## config.mk

```make
export PLATFORM = sky130hd
export DESIGN_NAME = whpd_ctrl
export DESIGN_NICKNAME = d
export VERILOG_FILES = /design/src/whpd_pkg.sv /design/src/whpd_ctrl.sv
export SDC_FILE = /design/constraint.sdc
export NUM_CORES = 1
export LEC_CHECK = 0
export ABC_CLOCK_PERIOD_IN_PS = 1600
export BUFFER_PORTS_ARGS = -buffer_cell sky130_fd_sc_hd__buf_4
export CAP_MARGIN = 20
export CORE_AREA = 2 2 39 41
export CTS_CLUSTER_DIAMETER = 150
export DETAILED_ROUTE_END_ITERATION = 7
export DIE_AREA = 0 0 41 43
export HOLD_SLACK_MARGIN = 0.15
export SYNTH_ARGS = -nofsm -noshare
export SYNTH_HDL_FRONTEND = slang
export SYNTH_SLANG_ARGS = --single-unit
```

## constraint.sdc

```tcl
create_clock -name clk -period 1.6 [get_ports clk]
set_clock_uncertainty 0.2 [all_clocks]
set_input_delay 0.08 -clock clk [delete_from_list [all_inputs] [get_ports clk]]
set_output_delay 0.08 -clock clk [all_outputs]
set_load 0.05 [all_outputs]
```

## src/whpd_pkg.sv

```systemverilog
// Package with shared types and constants for the heap dispatcher.
`default_nettype none
package whpd_pkg;
    localparam int HeapDepthDefault = 64;
    localparam int PriW = 16;
    localparam int ElW = 25;
    localparam int ReqW = 24;
    localparam int KeyW = 41;
    localparam int StatW = 3;
    localparam int SwW = 32;

    typedef enum logic [2:0] {
        ST_INSERTED = 3'd0,
        ST_FULL     = 3'd1,
        ST_REQUEUED = 3'd2,
        ST_RETIRED  = 3'd3,
        ST_EMPTY    = 3'd4
    } status_t;

    typedef enum logic [3:0] {
        S_IDLE,
        S_TOP_RD,
        S_TOP_WT,
        S_DN_RD,
        S_DN_WT,
        S_DN_CMP,
        S_PUSH,
        S_UP_RD,
        S_UP_WT,
        S_UP_CMP,
        S_OUT
    } state_t;

    typedef struct packed {
        logic       load;
        logic       top_read;
        logic       move_last;
        logic       dn_read;
        logic       dn_step;
        logic       push;
        logic       up_read;
        logic       up_step;
        logic       finish;
    } cmd_t;

    typedef struct packed {
        logic       is_insert;
        logic       full;
        logic       empty;
        logic       dn_more;
        logic       dn_swap;
        logic       requeue;
        logic       up_more;
        logic       up_swap;
    } stat_t;
endpackage
`default_nettype wire

```

## src/whpd_ctrl.sv

```systemverilog
// Controller state machine that sequences insert and dispatch operations.
`default_nettype none
module whpd_ctrl (
    input  wire logic             clk,
    input  wire logic             rst_n,
    input  wire logic             in_valid,
    output logic                  in_ready,
    output logic                  out_valid,
    input  wire logic             out_ready,
    input  wire whpd_pkg::stat_t  stat,
    output whpd_pkg::cmd_t        cmd
);
    whpd_pkg::state_t state_reg, state_next;

    always_ff @(posedge clk or negedge rst_n)
    begin
        if (!rst_n)
        begin
            state_reg <= whpd_pkg::S_IDLE;
        end
        else
        begin
            state_reg <= state_next;
        end
    end

    always_comb
    begin
        state_next = state_reg;
        unique case (state_reg)
            whpd_pkg::S_IDLE:
            begin
                if (in_valid)
                begin
                    state_next = whpd_pkg::S_TOP_RD;
                end
            end
            whpd_pkg::S_TOP_RD:
            begin
                if (stat.is_insert)
                begin
                    state_next = stat.full ? whpd_pkg::S_OUT : whpd_pkg::S_PUSH;
                end
                else if (stat.empty)
                begin
                    state_next = whpd_pkg::S_OUT;
                end
                else
                begin
                    state_next = whpd_pkg::S_TOP_WT;
                end
            end
            whpd_pkg::S_TOP_WT: state_next = whpd_pkg::S_DN_RD;
            whpd_pkg::S_DN_RD:
            begin
                if (stat.dn_more)
                begin
                    state_next = whpd_pkg::S_DN_WT;
                end
                else
                begin
                    state_next = stat.requeue ? whpd_pkg::S_PUSH : whpd_pkg::S_OUT;
                end
            end
            whpd_pkg::S_DN_WT: state_next = whpd_pkg::S_DN_CMP;
            whpd_pkg::S_DN_CMP:
            begin
                if (stat.dn_swap)
                begin
                    state_next = whpd_pkg::S_DN_RD;
                end
                else
                begin
                    state_next = stat.requeue ? whpd_pkg::S_PUSH : whpd_pkg::S_OUT;
                end
            end
            whpd_pkg::S_PUSH: state_next = whpd_pkg::S_UP_RD;
            whpd_pkg::S_UP_RD:
            begin
                state_next = stat.up_more ? whpd_pkg::S_UP_WT : whpd_pkg::S_OUT;
            end
            whpd_pkg::S_UP_WT: state_next = whpd_pkg::S_UP_CMP;
            whpd_pkg::S_UP_CMP:
            begin
                state_next = stat.up_swap ? whpd_pkg::S_UP_RD : whpd_pkg::S_OUT;
            end
            whpd_pkg::S_OUT:
            begin
                if (out_ready)
                begin
                    state_next = whpd_pkg::S_IDLE;
                end
            end
            default: state_next = whpd_pkg::S_IDLE;
        endcase
    end

    always_comb
    begin
        cmd = '0;
        in_ready = 1'b0;
        out_valid = 1'b0;
        unique case (state_reg)
            whpd_pkg::S_IDLE:
            begin
                in_ready = 1'b1;
                cmd.load = in_valid;
            end
            whpd_pkg::S_TOP_RD: cmd.top_read = 1'b1;
            whpd_pkg::S_TOP_WT: cmd.move_last = 1'b1;
            whpd_pkg::S_DN_RD: cmd.dn_read = 1'b1;
            whpd_pkg::S_DN_CMP: cmd.dn_step = 1'b1;
            whpd_pkg::S_PUSH: cmd.push = 1'b1;
            whpd_pkg::S_UP_RD: cmd.up_read = 1'b1;
            whpd_pkg::S_UP_CMP: cmd.up_step = 1'b1;
            whpd_pkg::S_OUT:
            begin
                out_valid = 1'b1;
                cmd.finish = out_ready;
            end
            default: ;
        endcase
    end
endmodule
`default_nettype wire

```

### After elaboration in Yosys (flattened, before gate mapping)

Index checks and enable logic that the tools add are counted.

* equality and inequality tests: 12
* muxes and demuxes: 22
* reduce and logical (&&, ||, !) cells: 2

Operator list (number)
* 4-bit one-hot mux with 11 select lines: 1
* 4-bit two-way mux: 9
* 4-bit by 3-bit == test with 1-bit output, second input constant: 4
* 4-bit == test, second input constant: 3
* 1-bit two-way mux: 11
* 4-bit by 2-bit == test with 1-bit output, second input constant: 2
* 4-bit by 1-bit == test with 1-bit output, second input constant: 1
* 4-bit logical NOT: 1
* 2-bit != test, second input constant: 2
* 2-bit two-way mux: 1
* 2-bit AND reduction: 1

* bits in registers: 4
* input port bits: 12
* logic and storage cells: 37

### Logic depth before layout (Yosys ltp)

Gate-level depths: netlist (run 1).

* depth in word-level cells: 3
* depth in mapped cells: 6
* depth with buffers taken out: 5

### Worst setup path before layout (run 1)

No wires, ideal clock.

* path kind: reg2out
* from: reg state_reg[1]
* to: out cmd[8] (netlist name)
* data arrival time: 2067 ps
* data required time: 1320 ps
* slack: -747 ps
* stages on the path, launching flop included: 4
* path buffers: 1
* cell sequence: dfrtp_1 buf_6 nor4_2 and2_1

RTL lines
* start: declaration: RTL line whpd_ctrl.sv:13 `whpd_pkg::state_t state_reg, state_next;`
* start signal: assignment: RTL line whpd_ctrl.sv:19 `state_reg <= whpd_pkg::S_IDLE;`
* start signal: assignment: RTL line whpd_ctrl.sv:23 `state_reg <= state_next;`
* end: declaration: RTL line whpd_ctrl.sv:11 `output whpd_pkg::cmd_t cmd`

==> flow_metrics.env, run 1 <==
export IMPL_clock_insertion_delay_worst_skew_ns=0.25
export IMPL_core_area_um2=1384
export IMPL_io_buffers=22
export IMPL_power_per_cell_area_nw_per_um2=1862
export IMPL_via_per_inst=4.837
export IMPL_netlist_top_cells_area="dfrtp_1 24%, nor2_1 9.0%, buf_6 5.4%"
export IMPL_grt_busiest_layer="met2"
export IMPL_die_area_um2=1763
export IMPL_cp_cell_sequence="nand2b_4 > or3_4 > clkinvlp_4 > buf_8"
export IMPL_crit_path_start="state_reg[1]"
export IMPL_die_h_um=43
export IMPL_number_of_synthesized_register_bits=4
export IMPL_compound_gate_portion_of_the_synthesized_area_pct=22.99
export IMPL_firstDrtPassIters=4
export IMPL_timing_critical_path_required_ns=1.32
export IMPL_post_route_worst_setup_slack_ns=-0.07665
export IMPL_whs_ns=0.3663
export IMPL_timing_hold_violations_final=0
export IMPL_layout_drive_gt1_share_pct=57.01
export IMPL_mostFrequentLayoutCells="31 x buf_4, 12 x dlygate4sd3_1, 7 x nor2_1"
export IMPL_slowest_stage="dfrtp_2"
export IMPL_post_synth_instance_area_um2=419.2
export IMPL_syn2layout_area_growth_pct=129.9
export IMPL_remaining_antenna_violation_count_after_routing=0
export IMPL_reg_to_reg_start="state_reg[1]"
export IMPL_synth_yosys_seq_area_share_pct=23.88
export IMPL_synth_largest_type_area_fraction_pct=23.88
export IMPL_groute_layer_met3_usage_pct=4.712
export IMPL_floorplan_rows=14
export IMPL_grt_first_pass_wirelength_mm=2.242
export IMPL_fin_nets=120
export IMPL_largest_reg_flops=4
export IMPL_finalWirelength_mm=1.618
export IMPL_rsz0062_at_grt="true"
export IMPL_routabilityCongestion=0.8169
export IMPL_horizontal_die_dimension_um=41
export IMPL_worst_hold_path_type="flop to flop"
export IMPL_num_antenna_cells=0
export IMPL_finalWorstPathRequiredPeriod_ns=1.677
export IMPL_grt_max_degree=10
export IMPL_dr_first_iter_drc_count=9
export IMPL_timing_critical_path_to_type="primary output"
export IMPL_grt_overflow=0
export IMPL_synthesis_yosys_warnings=0
export IMPL_dominant_combinational_cell_family_by_area_after_synthesis="simple AND/OR/NAND/NOR gates"
export IMPL_worst_setup_path_start_kind="flop"
export IMPL_critical_path_class="flop to primary output"
export IMPL_clockBufferDepth=2
export IMPL_globalRouteMet2Util_pct=26.25
export IMPL_crit_fanout=4
export IMPL_synth_area_mux_share_pct=2.388
export IMPL_transition_at_the_pin_with_the_smallest_max_transition_slack_ns=0.3032
export IMPL_numCtsBuffers=3
export IMPL_final_setup_tns_ns=-0.1765
export IMPL_synth_largest_area_cell="dfrtp_1"
export IMPL_place_hpwl_um=958.5
export IMPL_clock_sink_count=4
export IMPL_first_global_vias=531
export IMPL_drc_errors=0
export IMPL_clock_root_buffer="clkbuf_4"
export IMPL_io_pins=23
export IMPL_vdd_ir_drop_max_mv=0.9289
export IMPL_worstPathArrival_ns=1.40
export IMPL_synth_simple_gate_area_share_pct=38.81
export IMPL_finalSetupViolCount=4
export IMPL_violations="negative setup slack"
export IMPL_max_cap_violations=0
export IMPL_slew_violations=0
export IMPL_vias=595
export IMPL_layout_worst_path_cycle_share_pct=104.8
export IMPL_min_delay_start="state_reg[1]"
export IMPL_syn_num_nets=68
export IMPL_static_leakage_power_nw=0.4400
export IMPL_post_synth_xor_area_fraction_pct=0
export IMPL_worst_path_largest_cell_delay_ns=0.43
export IMPL_syn_area_per_cell_um2=7.485
export IMPL_antenna_violations_before_repair=0
export IMPL_worst_slew_margin_rel_pct=79.74
export IMPL_max_freq_ghz=0.5964
export IMPL_globalRouteMet1Util_pct=26.21
export IMPL_tritoncts="yes"
export IMPL_detail_route_wl_per_cell_um=13.15
export IMPL_floorplan_initialDensity_pct=30.29
export IMPL_run_status="finished with violations"
export IMPL_grt_use_total_pct=18.71
export IMPL_clk_transition_reported_paths_ns=0.05
export IMPL_post_synth_fa_ha_maj_area_fraction_pct=0
export IMPL_post_synthesis_cells=56
export IMPL_leading_cell_type_in_the_layout_fill_and_taps_excluded="buf_4"
export IMPL_clock_tree_htree_level_count=1
export IMPL_yosysUniqueCellTypes=29
[synthesized netlist by cell type (all sizes together)]
master   instances
nor2            10
a21oi            4
buf              4
dfrtp            4
inv              4
nand2b           4
o21ai            4
nor3             3
and2             2
nand2            2
nand3            2
a2111oi          1
a21boi           1
a31oi            1
and2b            1
mux2i            1
nor2b            1
nor3b            1
nor4             1
o21a             1
o221ai           1
o22ai            1
o32a             1
or3              1
[metal layers]
metal | up-vias | part of all wire, %
met3 | 0 | 4.2
met5 | - | 0
met2 | 16 | 52
met1 | 284 | 43
li1 | 295 | -
met4 | 0 | 0
[cell families after synthesis]
family	Yosys count
flip-flops	4
multiplexers	1
AND/OR/NAND/NOR	28
AO/OA/AOI/OAI	15
buffers and inverters	8
[report_power, final]
part / internal [mW] / switching (mW) / total (mW)
Sequential: 0.158 / 0.101 / 0.259
Clock: 0.0940 / 0.0489 / 0.143
Combinational: 0.649 / 0.743 / 1.39
[worst paths after layout]
check | end | slack, ns | depth (start not counted)
worst min-delay path | state_reg[2] | 0.37 | 1
min in group asynchronous | state_reg[2] | 0.54 | 3
worst max-delay path | cmd[7] | -0.08 | 4
worst min register to register | state_reg[2] | 0.37 | 1
max in group asynchronous | state_reg[3] | 0.47 | 3
worst max register to register | state_reg[2] | 0.04 | 6
[worst max-delay path, delay by kind of cell, from the launching register on]
| family | cells | cell delay [ns] |
|---|---|---|
| and+or+nand+nor | 2 | 0.50 |
| DFF | 1 | 0.43 |
| buffers and inverters | 2 | 0.24 |
[area by class of cell]
| class | count | area (um^2) |
|---|---|---|
| sequential | 4 | 105.1 |
| inverter | 4 | 18.77 |
| tap | 16 | 20.02 |
| fill | 95 | 420.4 |
| clock buffer | 4 | 26.28 |
| timing repair buffer | 51 | 450.4 |
| multi-input combinational | 44 | 342.8 |
[timing repair]
item                       4_1_cts  5_1_grt
hold endpoints to repair         8        0
setup buffers                    2        8
pin swaps                        2        2
resized for setup               12        7
setup endpoints to repair        7        9
hold buffers                    12        0
[through the flow]
step	area (um^2)	utilization, %	instances	setup WS (ns)	total power [mW]
floorplan	470.5	-	56	-0.2479	1.037
global placement	669.4	48.37	97	0.09653	1.288
detailed placement	669.4	48.37	97	0.04582	1.290
CTS	875.8	63.29	115	-0.09011	1.580
global route	963.4	69.62	123	-0.1258	1.896
finish	963.4	69.62	123	-0.07665	1.794
No activity file was read; power rests on OpenSTA's default activity.
==> run 2: changes to the inputs <==
- PLACE_DENSITY_LB_ADDON: unset -> 0.08
==> flow_metrics.env, run 2 (synthesis results as in run 1) <==
export IMPL_run_status="finished with violations"
export IMPL_violations="negative setup slack"
export IMPL_fin_nets=119
export IMPL_vdd_ir_drop_max_mv=0.9188
export IMPL_top_layer="met3"
export IMPL_grt_max_degree=10
export IMPL_post_route_worst_setup_slack_ns=-0.05168
export IMPL_rsz0062_at_grt="true"
export IMPL_slew_violations=0
export IMPL_static_leakage_power_nw=0.4342
export IMPL_r2r_end="state_reg[0]"
export IMPL_tritoncts="yes"
export IMPL_via_per_inst=4.844
export IMPL_timing_hold_violations_final=0
export IMPL_preCtsSetupSlack_ns=0.05870
export IMPL_floorplan_rows=14
export IMPL_met1Wirelength_um=652
export IMPL_finalSetupViolCount=4
export IMPL_place_hpwl_um=921.2
export IMPL_grt_overflow=0
export IMPL_layout_drive_gt1_share_pct=54.72
export IMPL_worst_r2r_setup_slack_ns=0.06
export IMPL_vias=591
export IMPL_layout_worst_path_cycle_share_pct=103.2
export IMPL_power_switching_mw=0.8438
export IMPL_leading_cell_type_in_the_layout_fill_and_taps_excluded="buf_4"
export IMPL_seq_power_share_pct=14.1
export IMPL_reg_to_reg_start="state_reg[3]"
export IMPL_layout_cell_area_non_filler_um2=950.9
export IMPL_remaining_antenna_violation_count_after_routing=0
export IMPL_max_freq_ghz=0.6054
export IMPL_grt_first_pass_wirelength_mm=2.290
export IMPL_timing_critical_path_required_ns=1.32
export IMPL_reg2regPathDepth=4
export IMPL_worst_setup_path_start_kind="flop"
export IMPL_power_combinational_fraction_pct=77.6
export IMPL_clk_transition_reported_paths_ns=0.04
export IMPL_routed_wl_met3_um=89
export IMPL_clock_tree_htree_level_count=1
export IMPL_finalWorstPathRequiredPeriod_ns=1.652
export IMPL_floorplan_initialDensity_pct=30.29
export IMPL_syn2layout_area_growth_pct=126.9
export IMPL_core_area_um2=1384
export IMPL_p_clk_share_pct=8.3
export IMPL_io_pins=23
export IMPL_grt_use_total_pct=18.69
export IMPL_sw_frac_of_total_pct=48.75
export IMPL_max_cap_violations=0
export IMPL_crit_path_start="state_reg[1]"
export IMPL_power_per_cell_area_nw_per_um2=1820
export IMPL_worst_hold_path_type="flop to flop"
export IMPL_detail_route_wl_per_cell_um=12.43
export IMPL_worstPathArrival_ns=1.37
export IMPL_critical_path_class="flop to primary output"
export IMPL_largest_reg_flops=4
export IMPL_drc_errors=0
export IMPL_dpl_cell_area_um2=684.4
export IMPL_detailroute_wirelength_met2_um=773
export IMPL_internal_power_mw=0.8869
export IMPL_die_area_um2=1763
export IMPL_clock_insertion_delay_worst_skew_ns=0.24
export IMPL_clockBufferDepth=2
export IMPL_horizontal_die_dimension_um=41
export IMPL_io_buffers=22
export IMPL_clock_root_buffer="clkbuf_4"
export IMPL_die_h_um=43
export IMPL_routabilityCongestion=0.7652
export IMPL_numCtsBuffers=3
export IMPL_worst_slew_margin_rel_pct=80.10
export IMPL_num_antenna_cells=0
export IMPL_dr_first_iter_drc_count=11
export IMPL_power_mw=1.731
export IMPL_antenna_violations_before_repair=0
export IMPL_transition_at_the_pin_with_the_smallest_max_transition_slack_ns=0.2978
export IMPL_worstHoldPathCells=2
export IMPL_crit_fanout=3
export IMPL_first_global_vias=581
export IMPL_timing_critical_path_to="cmd[7]"
export IMPL_finalWirelength_mm=1.516
export IMPL_fillerInstances=121
export IMPL_mostFrequentLayoutCells="27 x buf_4, 12 x dlygate4sd3_1, 9 x buf_6"
export IMPL_firstDrtPassIters=4
export IMPL_timing_critical_path_to_type="primary output"
export IMPL_final_setup_tns_ns=-0.1497
export IMPL_clock_sink_count=4
export IMPL_whs_ns=0.4735
## run 2: through the flow
| step | instances | utilization, % |
|---|---|---|
| CTS | 119 | 65.46 |
| global route | 122 | 68.72 |
| finish | 122 | 68.72 |
| global placement | 99 | 49.46 |
| detailed placement | 99 | 49.46 |
| floorplan | 56 | - |
## run 2: cell type report
class	instances	area, um^2	area share [%]
Clock buffer	4	26.28	2.763
Timing Repair Buffer	50	454.2	47.76
Sequential cell	4	103.9	10.92
Inverter	4	18.77	1.974
Tap cell	16	20.02	2.105
Multi-Input combinational cell	44	327.8	34.47
## run 2: what timing repair did
action,CTS,global route
setup endpoints to repair,8,8
buffers inserted,4,3
hold endpoints to repair,8,0
pin swaps,2,4
hold buffers,12,0
gates resized for setup,13,6
## run 2: power groups by stage
| stage | sequential [mW] | combinational (mW) | clock (mW) |
|---|---|---|---|
| finish | 0.244 | 1.34 | 0.143 |
| global route | 0.251 | 1.43 | 0.151 |
| CTS | 0.244 | 1.24 | 0.147 |
| detailed placement | 0.258 | 1.06 | 0 |
| global placement | 0.259 | 1.07 | 0 |
| floorplan | 0.194 | 0.843 | 0 |
## run 2: worst max-delay path, stage by stage, from the launching register on
cell and delay (ns):
dfrtp_1 0.40, nand2b_4 0.15, or3_4 0.34, clkinvlp_4 0.09, buf_8 0.14
## run 2: how the worst min path moves through the flow
stage | from | end | slack, ns
floorplan | rst_n | state_reg[0] | -0.42
global placement | rst_n | state_reg[3] | -0.32
detailed placement | rst_n | state_reg[3] | -0.32
CTS | state_reg[2] | state_reg[0] | 0.41
global route | state_reg[3] | state_reg[1] | 0.49
finish | state_reg[3] | state_reg[1] | 0.47
## run 2: per-layer routing
layer / GRT usage [%] / up-vias
met5: 0 / -
met4: 8.000 / 0
met3: 3.141 / 0
met2: 27.81 / 18
met1: 25.48 / 277
li1: - / 296
